--- config.mk ---
export PLATFORM = sky130hd
export DESIGN_NAME = typed_mutex_table_unit_flat
export DESIGN_NICKNAME = d
export VERILOG_FILES = /design/src/rtl/tmt_pkg.sv /design/src/rtl/tmt_req_if.sv /design/src/rtl/tmt_rsp_if.sv /design/src/rtl/typed_mutex_table_unit.sv /design/src/flat_wrapper.sv
export SDC_FILE = /design/constraint.sdc
export NUM_CORES = 1
export LEC_CHECK = 0
export BUFFER_PORTS_ARGS = -buffer_cell sky130_fd_sc_hd__buf_4
export CORE_ASPECT_RATIO = 1.2
export CORE_MARGIN = 3
export CORE_UTILIZATION = 68
export DETAILED_ROUTE_END_ITERATION = 12
export HOLD_SLACK_MARGIN = 0.12
export PLACE_DENSITY = 0.89
export SETUP_SLACK_MARGIN = 0.05
export SYNTH_ARGS = -nofsm -noshare
export SYNTH_HDL_FRONTEND = slang
export SYNTH_SLANG_ARGS = --single-unit
--- constraint.sdc ---
create_clock -name clk -period 7.7 [get_ports clk]
set_input_delay 0.77 -clock clk [delete_from_list [all_inputs] [get_ports clk]]
set_output_delay 0.77 -clock clk [all_outputs]
set_load 0.005 [all_outputs]
--- src/rtl/tmt_pkg.sv ---
// Shared widths and codes for the typed mutex table.
// No dependencies; compiled first.
`timescale 1ns / 1ps

package tmt_pkg;

    // field widths of a request beat
    localparam int ACTION_W = 2;
    localparam int INDEX_W  = 4;
    localparam int CORE_W   = 4;
    localparam int TYPE_W   = 3;

    // field widths of a response beat
    localparam int STATUS_W    = 3;
    localparam int DEPTH_OUT_W = 16;

    // widest entry depth counter
    localparam int DEPTH_WIDE_W = 32;

    // reachable entries and cores given the index and core fields
    localparam int INDEX_REACH = 1 << INDEX_W;
    localparam int CORE_REACH_MAX = 1 << CORE_W;

    // request actions
    localparam logic [ACTION_W-1:0] ACT_INIT    = 2'd0;
    localparam logic [ACTION_W-1:0] ACT_LOCK    = 2'd1;
    localparam logic [ACTION_W-1:0] ACT_TRYLOCK = 2'd2;
    localparam logic [ACTION_W-1:0] ACT_UNLOCK  = 2'd3;

    // mutex types
    localparam logic [TYPE_W-1:0] TYPE_NORMAL     = 3'd0;
    localparam logic [TYPE_W-1:0] TYPE_ERRORCHECK = 3'd1;
    localparam logic [TYPE_W-1:0] TYPE_RECURSIVE  = 3'd2;
    localparam logic [TYPE_W-1:0] TYPE_DEFAULT    = 3'd3;
    localparam logic [TYPE_W-1:0] TYPE_NONE       = 3'd7;

    // response status codes
    localparam logic [STATUS_W-1:0] ST_OK        = 3'd0;
    localparam logic [STATUS_W-1:0] ST_INVALID   = 3'd1;
    localparam logic [STATUS_W-1:0] ST_DEADLOCK  = 3'd2;
    localparam logic [STATUS_W-1:0] ST_AGAIN     = 3'd3;
    localparam logic [STATUS_W-1:0] ST_BUSY      = 3'd4;
    localparam logic [STATUS_W-1:0] ST_NOT_OWNER = 3'd5;
    localparam logic [STATUS_W-1:0] ST_WAIT      = 3'd6;

endpackage

--- src/rtl/tmt_req_if.sv ---
// Request channel of the typed mutex table: valid/ready plus request fields.
// Depends on tmt_pkg.
`timescale 1ns / 1ps

interface tmt_req_if import tmt_pkg::*; ();

    logic                valid;
    logic                ready;
    logic [ACTION_W-1:0] action;
    logic [INDEX_W-1:0]  mutex_index;
    logic [CORE_W-1:0]   core_id;
    logic [TYPE_W-1:0]   mutex_type;

    modport source (
        output valid,
        input  ready,
        output action,
        output mutex_index,
        output core_id,
        output mutex_type
    );

    modport sink (
        input  valid,
        output ready,
        input  action,
        input  mutex_index,
        input  core_id,
        input  mutex_type
    );

endinterface

--- src/rtl/tmt_rsp_if.sv ---
// Response channel of the typed mutex table: valid/ready plus status and depth.
// Depends on tmt_pkg.
`timescale 1ns / 1ps

interface tmt_rsp_if import tmt_pkg::*; ();

    logic                   valid;
    logic                   ready;
    logic [STATUS_W-1:0]    status;
    logic [DEPTH_OUT_W-1:0] depth;

    modport source (
        output valid,
        input  ready,
        output status,
        output depth
    );

    modport sink (
        input  valid,
        output ready,
        input  status,
        input  depth
    );

endinterface

--- src/rtl/typed_mutex_table_unit.sv ---
// Typed mutex table: one request beat in, one response beat out, in order.
// A request is captured in an input register; from there the addressed
// entry is read, updated and written back while the response is loaded into
// an output register. One request is taken every cycle as long as the
// response side keeps up; a response is held in the output register until
// it is taken, and the input register waits behind it meanwhile.
// The rate is set by the single read-modify-write of the entry table per
// cycle, done in flip-flops so that back-to-back requests to the same mutex
// see each other's updates.
// Depends on tmt_pkg, tmt_req_if and tmt_rsp_if.
`timescale 1ns / 1ps

module typed_mutex_table_unit import tmt_pkg::*; #(
    parameter int MUTEX_COUNT = 16,
    parameter int CORE_COUNT  = 16,
    parameter int DEPTH_WIDTH = 16
) (
    input  logic      clk,
    input  logic      rst_n,
    tmt_req_if.sink   req,
    tmt_rsp_if.source rsp
);

    // entries an index field can reach, and bits to address them
    localparam int ENTRY_COUNT = (MUTEX_COUNT < INDEX_REACH) ? MUTEX_COUNT : INDEX_REACH;
    localparam int IDX_W       = (ENTRY_COUNT > 1) ? $clog2(ENTRY_COUNT) : 1;
    localparam int CORE_REACH  = (CORE_COUNT < CORE_REACH_MAX) ? CORE_COUNT : CORE_REACH_MAX;
    localparam int OWNER_W     = (CORE_REACH > 1) ? $clog2(CORE_REACH) : 1;

    // entry table
    logic [TYPE_W-1:0]      type_reg  [ENTRY_COUNT];
    logic                   owned_reg [ENTRY_COUNT];
    logic [OWNER_W-1:0]     owner_reg [ENTRY_COUNT];
    logic [DEPTH_WIDTH-1:0] depth_reg [ENTRY_COUNT];

    // input register
    logic                s1_valid_reg;
    logic [ACTION_W-1:0] s1_action_reg;
    logic [INDEX_W-1:0]  s1_index_reg;
    logic [CORE_W-1:0]   s1_core_reg;
    logic [TYPE_W-1:0]   s1_type_reg;

    // output register
    logic                   out_valid_reg;
    logic [STATUS_W-1:0]    out_status_reg;
    logic [DEPTH_OUT_W-1:0] out_depth_reg;

    // handshake
    logic s1_advance;
    logic req_fire;
    logic table_we;

    // entry read and update
    logic [IDX_W-1:0]        idx;
    logic                    idx_ok;
    logic                    core_ok;
    logic [OWNER_W-1:0]      core_own;
    logic [TYPE_W-1:0]       cur_type;
    logic                    cur_owned;
    logic [OWNER_W-1:0]      cur_owner;
    logic [DEPTH_WIDTH-1:0]  cur_depth;
    logic                    mine;
    logic                    type_ok;
    logic [TYPE_W-1:0]       type_next;
    logic                    owned_next;
    logic [OWNER_W-1:0]      owner_next;
    logic [DEPTH_WIDTH-1:0]  depth_next;
    logic [STATUS_W-1:0]     status_next;
    logic [DEPTH_WIDE_W-1:0] depth_wide;
    logic [DEPTH_OUT_W-1:0]  depth_out;

    // flow control: the input stage moves when the output register is free or being taken
    assign s1_advance = !out_valid_reg || rsp.ready;
    assign req.ready  = !s1_valid_reg || s1_advance;
    assign req_fire   = req.valid && req.ready;

    // request capture
    always_ff @(posedge clk or negedge rst_n)
    begin
        if (!rst_n)
        begin
            s1_valid_reg <= 1'b0;
        end
        else if (req.ready)
        begin
            s1_valid_reg <= req.valid;
        end
    end

    always_ff @(posedge clk)
    begin
        if (req_fire)
        begin
            s1_action_reg <= req.action;
            s1_index_reg  <= req.mutex_index;
            s1_core_reg   <= req.core_id;
            s1_type_reg   <= req.mutex_type;
        end
    end

    // entry read
    assign idx       = s1_index_reg[IDX_W-1:0];
    assign idx_ok    = 32'(s1_index_reg) < MUTEX_COUNT;
    assign core_ok   = 32'(s1_core_reg) < CORE_COUNT;
    assign core_own  = OWNER_W'(s1_core_reg);
    assign cur_type  = type_reg[idx];
    assign cur_owned = owned_reg[idx];
    assign cur_owner = owner_reg[idx];
    assign cur_depth = depth_reg[idx];
    assign mine      = cur_owned && (cur_owner == core_own);
    assign type_ok   = cur_type <= TYPE_DEFAULT;

    // request decode and entry update
    always_comb
    begin
        type_next   = cur_type;
        owned_next  = cur_owned;
        owner_next  = cur_owner;
        depth_next  = cur_depth;
        status_next = ST_INVALID;
        if (core_ok)
        begin
            case (s1_action_reg)
                ACT_INIT:
                begin
                    if (s1_type_reg <= TYPE_DEFAULT)
                    begin
                        type_next   = s1_type_reg;
                        owned_next  = 1'b0;
                        owner_next  = '0;
                        depth_next  = '0;
                        status_next = ST_OK;
                    end
                end
                ACT_LOCK, ACT_TRYLOCK:
                begin
                    if (!type_ok)
                    begin
                        status_next = ST_INVALID;
                    end
                    else if (mine && cur_type == TYPE_ERRORCHECK)
                    begin
                        status_next = ST_DEADLOCK;
                    end
                    else if (mine && (cur_type == TYPE_RECURSIVE ||
                                      cur_type == TYPE_DEFAULT))
                    begin
                        // recursive relock, saturating count
                        if (cur_depth == {DEPTH_WIDTH{1'b1}})
                        begin
                            status_next = ST_AGAIN;
                        end
                        else
                        begin
                            depth_next  = cur_depth + DEPTH_WIDTH'(1);
                            status_next = ST_OK;
                        end
                    end
                    else if (cur_owned)
                    begin
                        status_next = (s1_action_reg == ACT_LOCK) ? ST_WAIT : ST_BUSY;
                    end
                    else
                    begin
                        owned_next  = 1'b1;
                        owner_next  = core_own;
                        status_next = ST_OK;
                    end
                end
                ACT_UNLOCK:
                begin
                    if (!mine)
                    begin
                        status_next = ST_NOT_OWNER;
                    end
                    else if (cur_depth != '0)
                    begin
                        depth_next  = cur_depth - DEPTH_WIDTH'(1);
                        status_next = ST_OK;
                    end
                    else
                    begin
                        owned_next  = 1'b0;
                        owner_next  = '0;
                        status_next = ST_OK;
                    end
                end
                default:
                begin
                    status_next = ST_INVALID;
                end
            endcase
        end
    end

    // reported depth, zero for an index outside the table
    assign depth_wide = DEPTH_WIDE_W'(depth_next);
    assign depth_out  = idx_ok ? depth_wide[DEPTH_OUT_W-1:0] : '0;

    assign table_we = s1_valid_reg && s1_advance && idx_ok && core_ok;

    // entry write back
    always_ff @(posedge clk or negedge rst_n)
    begin
        if (!rst_n)
        begin
            for (int i = 0; i < ENTRY_COUNT; i++)
            begin
                type_reg[i]  <= TYPE_NONE;
                owned_reg[i] <= 1'b0;
                owner_reg[i] <= '0;
                depth_reg[i] <= '0;
            end
        end
        else if (table_we)
        begin
            type_reg[idx]  <= type_next;
            owned_reg[idx] <= owned_next;
            owner_reg[idx] <= owner_next;
            depth_reg[idx] <= depth_next;
        end
    end

    // response register
    always_ff @(posedge clk or negedge rst_n)
    begin
        if (!rst_n)
        begin
            out_valid_reg <= 1'b0;
        end
        else if (s1_advance)
        begin
            out_valid_reg <= s1_valid_reg;
        end
    end

    always_ff @(posedge clk)
    begin
        if (s1_advance && s1_valid_reg)
        begin
            out_status_reg <= idx_ok ? status_next : ST_INVALID;
            out_depth_reg  <= depth_out;
        end
    end

    assign rsp.valid  = out_valid_reg;
    assign rsp.status = out_status_reg;
    assign rsp.depth  = out_depth_reg;

endmodule
--- src/flat_wrapper.sv ---
// flat-port wrapper written by rule: the top's interface ports become plain ports
module typed_mutex_table_unit_flat import tmt_pkg::*;
#(
    parameter int MUTEX_COUNT = 16,
    parameter int CORE_COUNT  = 16,
    parameter int DEPTH_WIDTH = 16
)
  (clk, rst_n, req_valid, req_ready, req_action, req_mutex_index, req_core_id, req_mutex_type, rsp_valid, rsp_ready, rsp_status, rsp_depth);
  tmt_req_if req_i ();
  tmt_rsp_if rsp_i ();
  input  logic clk;
  input  logic rst_n;
  input wire logic [$bits(req_i.valid)-1:0] req_valid;
  output wire logic [$bits(req_i.ready)-1:0] req_ready;
  input wire logic [$bits(req_i.action)-1:0] req_action;
  input wire logic [$bits(req_i.mutex_index)-1:0] req_mutex_index;
  input wire logic [$bits(req_i.core_id)-1:0] req_core_id;
  input wire logic [$bits(req_i.mutex_type)-1:0] req_mutex_type;
  output wire logic [$bits(rsp_i.valid)-1:0] rsp_valid;
  input wire logic [$bits(rsp_i.ready)-1:0] rsp_ready;
  output wire logic [$bits(rsp_i.status)-1:0] rsp_status;
  output wire logic [$bits(rsp_i.depth)-1:0] rsp_depth;
  assign req_i.valid = req_valid;
  assign req_ready = req_i.ready;
  assign req_i.action = req_action;
  assign req_i.mutex_index = req_mutex_index;
  assign req_i.core_id = req_core_id;
  assign req_i.mutex_type = req_mutex_type;
  assign rsp_valid = rsp_i.valid;
  assign rsp_i.ready = rsp_ready;
  assign rsp_status = rsp_i.status;
  assign rsp_depth = rsp_i.depth;
  typed_mutex_table_unit #(.MUTEX_COUNT(MUTEX_COUNT), .CORE_COUNT(CORE_COUNT), .DEPTH_WIDTH(DEPTH_WIDTH)) u_core (.clk(clk), .rst_n(rst_n), .req(req_i), .rsp(rsp_i));
endmodule
Word level (Yosys, flattened, before mapping)
Cells that the tools add are included.
Storage, ports and cells
  word-level logic and storage cells: 159
  input port bits: 17
  flip-flop bits (word level): 418
  output and inout port bits: 21
Operators by class
  reduce and logical (&&, ||, !) cells: 14
  bitwise operators: 1
  equal/unequal tests: 8
  muxes and demuxes: 58
  add/subtract/negate cells: 2
  order comparisons: 4
Operators with widths (count)
  256-bit bitwise mux: 1
  16-bit two-way mux: 10
  16-bit binary-select mux with 4-bit select: 1
  64-bit bitwise mux: 1
  16-bit demux with 4-bit select: 1
  48-bit bitwise mux: 1
  16-bit one-hot mux with 3 select lines: 1
  4-bit two-way mux: 10
  3-bit two-way mux: 10
  16-bit by 1-bit adder with 16-bit output (second input constant): 1
  4-bit binary-select mux with 4-bit select: 1
  16-bit bitwise mux: 1
  4-bit demux with 4-bit select: 1
  16-bit == test (second input constant): 1
  16-bit nonzero test: 1
  16-bit by 1-bit subtractor with 16-bit output (second input constant): 1
  3-bit binary-select mux with 4-bit select: 1
  3-bit demux with 4-bit select: 1
  4-bit one-hot mux with 3 select lines: 1
  1-bit two-way mux: 10
  3-bit one-hot mux with 3 select lines: 1
  3-bit by 2-bit == test with 1-bit output (second input constant): 2
  3-bit by 2-bit less-or-equal comparator with 1-bit output (second input constant): 2
  1-bit logical AND: 6
  15 further kinds: 20

Logic depth before layout (Yosys ltp)
  depth after elaboration: 12
  mapped depth: 21
  gate-level depth less buffers: 11

Worst setup path before layout
Ideal clock, no wire load.
  path type: register to register
  from: register u_core.s1_index_reg[0] (netlist: u_core.idx[0])
  to: register u_core.out_depth_reg[1] (netlist: u_core.rsp.depth[1]) (data pin)
  library setup time: 271 ps
  data arrival time: 3867 ps
  stages on the path, launching flop included: 20
  slack: 3562 ps
  clock period less this slack: 4138 ps
  data required time: 7429 ps
  path buffers: 8
  cells stage by stage: edfxtp_1 > buf_6 > buf_12 > buf_12 > buf_12 > buf_12 > mux4_2 > a22oi_1 > nand2_2 > clkinv_1 > clkbuf_1 > ha_1 > and4_1 > nand4_1 > buf_2 > nand2_1 > o21ai_1 > a22oi_2 > buf_4 > o22ai_1
On the way
  cells in the longest elaborated chain, start to end: 11
  elaborated cells on any way between the ends: 34
  classes of those cells: 2 x add/sub; 1 x order compare; 5 x eq/ne; 20 x mux; 1 x bitwise; 5 x reduce/logical
Ends and longest elaborated chain
  from (decl): line typed_mutex_table_unit.sv:39  | logic [INDEX_W-1:0] s1_index_reg;
  from (signal assigned): line typed_mutex_table_unit.sv:95  | s1_index_reg <= req.mutex_index;
  4-bit inverter with 5-bit output (implied by the code) (*)
  branches (longest 9 deep; another with 16-bit by 1-bit adder with 16-bit output)
  16-bit one-hot mux with 3 select lines (*): line typed_mutex_table_unit.sv:123  | case (s1_action_reg)
  via u_core.depth_next[1]: line typed_mutex_table_unit.sv:67  | logic [DEPTH_WIDTH-1:0] depth_next;
  to (signal assigned): line typed_mutex_table_unit.sv:242  | out_depth_reg <= depth_out;
  to (decl): line typed_mutex_table_unit.sv:46  | logic [DEPTH_OUT_W-1:0] out_depth_reg;
Mark *: on every way through the listed nets, which the timed path passes. The select of a mux whose other input is x is not followed.
A chain may end at the register's enable or synchronous reset.

Final worst setup path
  from: register u_core.s1_index_reg[2] (netlist: u_core.idx[2])
  to: register u_core.owned_reg[13] in the netlist's numbering
On the way
  cells in the longest elaborated chain, start to end: 12
  elaborated cells on any way between the ends: 36
  classes of those cells: 3 x order compare; 4 x eq/ne; 22 x mux; 1 x bitwise; 6 x reduce/logical
Ends and longest elaborated chain
  4-bit inverter with 5-bit output (implied by the code) (*)
  4-bit binary-select mux with 4-bit select or 3-bit binary-select mux with 4-bit select (tied branches): line typed_mutex_table_unit.sv:108, typed_mutex_table_unit.sv:106
  4-bit two-way mux (implied by the code) or 3-bit two-way mux (tied branches) (2 in a row): line typed_mutex_table_unit.sv:108, typed_mutex_table_unit.sv:106
  4-bit == test, or another cell as far along: line typed_mutex_table_unit.sv:110  | assign mine = cur_owned && (cur_owner == core_own);
  1-bit logical AND or 1-bit logical OR (tied branches): line typed_mutex_table_unit.sv:110, typed_mutex_table_unit.sv:145
  1-bit logical AND: line typed_mutex_table_unit.sv:145  | else if (mine && (cur_type == TYPE_RECURSIVE ||
  1-bit two-way mux: line typed_mutex_table_unit.sv:145
  1-bit two-way mux: line typed_mutex_table_unit.sv:141  | else if (mine && cur_type == TYPE_ERRORCHECK)
  1-bit two-way mux: line typed_mutex_table_unit.sv:137  | if (!type_ok)
  1-bit one-hot mux with 3 select lines: line typed_mutex_table_unit.sv:123
  16-bit bitwise mux (*): line typed_mutex_table_unit.sv:218  | owned_reg[idx] <= owned_next;
  to (signal, indexed assignment): line typed_mutex_table_unit.sv:218
  to (decl): line typed_mutex_table_unit.sv:32  | logic owned_reg [ENTRY_COUNT];
Mark *: on every way between the ends. The rest lies on a longest branch, timed or not. The select of a mux whose other input is x is not followed.

==> impl_metrics.toml <==
[routing]
wl_met1_um = 20600
route.detailed.drc = 0
drt_iter0_drc = 1934
routed.top_layer = "met4"
wl_met2_um = 27300
wl_um = 56300
antenna_left = 0
wl_per_cell_um = 26.4
wl_met3_um = 4700
first_pass_iters = 6
vias_per_cell = 7.14
route.vias.total = 15200

[global_routing]
track_usage_pct = 35.5
grt_pass1_vias = 15700
grt_start_max_net_pins = 193
grt_pass1_wl_um = 88300
antenna_found_initial = 0
grt_overflow = 0

[synth]
syn_nets = 1754
yosysWarnings = 0
synth_cell_types = 100
synth_top_area_cell = "dfrtp_1"
netlist_instances = 1730
synth_edf_count = 32
synth.area.top_cells = "dfrtp_1 (41%), mux2_2 (9.6%), mux4_2 (8.4%)"
async_flop_share_pct = 92.3
yosysTopAreaCellShare_pct = 40.9
ys_ff_latch = 418
synth_seq_area_share_pct = 51.7
netlist_area_um2 = 20700
syn_area_per_cell_um2 = 12.0
synth_most_common_cell = "dfrtp_1"
synthTopCellsByCount = "dfrtp_1 (338), nand2_1 (240), mux2_2 (176)"
ys.flop_type = "dfrtp_1"

[power]
p_total_mw = 5.55
leakagePower_nw = 9.52
switching_share_pct = 28.0
internal-power_mw = 4.00
ir_drop_mv = 0.242
combPwrFrac_pct = 16.4
switching_power_mw = 1.55
power_frac_clock_pct = 35.7
sequentialPowerShare_pct = 47.8
powerDensity_nw_per_um2 = 250

[place]
place.gp.congestion = 0.981
place_inst = 2052
dpl.hpwl_um = 34600
port_buffers = 37
preCtsSetupSlack_ns = 2.51
place_area_um2 = 20900

[cells_and_area]
drive_gt1_share_pct = 28.7
syn2layout_area_growth_pct = 7.57
finalNonFillerCells = 2127
largest_reg_flops = 256
final_nets = 1729
antenna_cells = 0
final.fill_count = 1823
stdcell_area_um2 = 22200
final_core_util_pct = 74.7

[timing]
finalSetupTns_ns = 0
rsz0062_at_grt = "no"
max_freq_ghz = 0.188
final-hold-violation-count = 0
fin_crit_ns = 5.33
slew_headroom_pct = 22.1
worst_slack_ns = 2.37
worstMarginPinSlew_ns = 1.17
finalCritPeriodShare_pct = 69.2
setup_viol = 0
hold_slack_ns = 0.268
slew_violations = 0
clock_skew_ns = 0.0298

[cts]
clock-root-buffer = "clkbuf_16"
cts_hold_buf = 0
clk_pin_slew_worst_paths_ns = 0.06
clock_sinks = 418
cts_buffers = 41
clkLatencyLatePin_ns = 0.55
cts_tree = "built"
cts_max_path_buffers = 3
post_cts_buffers = 0
cts_resized = 0
htreeDepth = 2

[min_path]
hold_path.class = "in2async"

[setup_path]
worst-path-max-fanout = 31
worstSetupEndpointType = "register"
cp-start-kind = "register"
cp.required_ns = 8.16
crit_arrival_ns = 5.79
criticalPathCategory = "reg2reg"
crit_chain = "buf_4 -> nor2b_2 -> buf_4 -> a22oi_1 -> nand2_2 -> clkinv_1 -> ha_1 -> and4_1 -> and4_1 -> nand2_1 -> a21oi_1 -> a21oi_1 -> mux2_2"
r2r_slack_ns = 2.37
slowest_delay_ns = 0.98
slowest_stage = "a21oi_1"

[floorplanning]
start_util_pct = 69.4
die_y_um = 197
die_x_um = 165
die_area_um2 = 32500
num_rows = 69
pin_count = 38
core_um2 = 29800

[job]
drv_cap = 0

[outcome]
status = "completed"
[power groups by stage]
stage	clock, mW	combinational (mW)	sequential (mW)
CTS	1.99	0.901	2.65
global placement	0	0.846	2.65
global route	2.08	0.995	2.67
detailed placement	0	0.888	2.67
finish	1.98	0.912	2.65
floorplan	0	0.669	2.62
[critical path, delay by kind of cell (launching register included)]
kind / cells / cell delay, ns
simple gates: 5 / 1.65
compound gates: 3 / 1.28
buf+inv: 3 / 1.18
fa+ha+maj: 1 / 0.41
flops: 1 / 0.37
mux: 1 / 0.32
[final timing paths]
| path | endpoint | startpoint | cells after the start |
|---|---|---|---|
| worst max-delay path | u_core.owned_reg[13] | u_core.idx[2] | 13 |
| max in group asynchronous | u_core.depth_reg[163] | rst_n | 2 |
| worst min-delay path | u_core.depth_reg[187] | rst_n | 1 |
| min in group clk | u_core.core_own[0] | req_core_id[0] | 1 |
| worst max register to register | u_core.owned_reg[13] | u_core.idx[2] | 13 |
| worst min register to register | u_core.owner_reg[39] | u_core.owner_reg[39] | 2 |
[final cells by class]
cell class                 instances  area, um^2  share of cell area [%]
tap                              390         488                    2.19
clock buffer                      60        1220                    5.48
sequential                       418       10700                    48.0
inverter                          15        56.3                   0.253
multi-input combinational       1159        9140                    41.1
clock inverter                    15         104                   0.467
timing repair buffer              70         558                    2.51
[routing by layer]
metal  vias to the layer above  track usage, %
li1                       6322               -
met3                       265            6.21
met2                       947            56.9
met1                      7645            45.9
met5                         -               0
met4                         0            20.4
[cells by family (layout without fill, tap and decap cells)]
group                    count (synthesis)  in the layout  share of synthesized area (%)
multiplexers                           281            281                           20.3
AND/OR/NAND/NOR                        495            495                           11.5
adder cells (fa/ha/maj)                  7              7                          0.424
buffers and inverters                  153            160                           4.30
flip-flops                             418            418                           51.7
XOR/XNOR                                 4              4                          0.206
AO/OA/AOI/OAI                          372            372                           11.6
[placed cells by master, fill, tap and decap left out, types with 17 or more instances in the layout]
cell / Yosys / layout
dfrtp_1: 338 / 338
nand2_1: 240 / 240
mux2_2: 176 / 176
o21ai_0: 156 / 156
nor2_1: 95 / 94
mux4_2: 77 / 77
buf_4: 6 / 67
dfstp_2: 48 / 48
a31oi_1: 45 / 45
clkbuf_16: 0 / 43
a21oi_1: 34 / 34
edfxtp_1: 32 / 32
nor3_1: 35 / 31
a22oi_1: 22 / 22
o31ai_1: 21 / 21
o21ai_1: 21 / 21
nand4_1: 17 / 17
No activity file was read; power rests on OpenSTA's default activity.
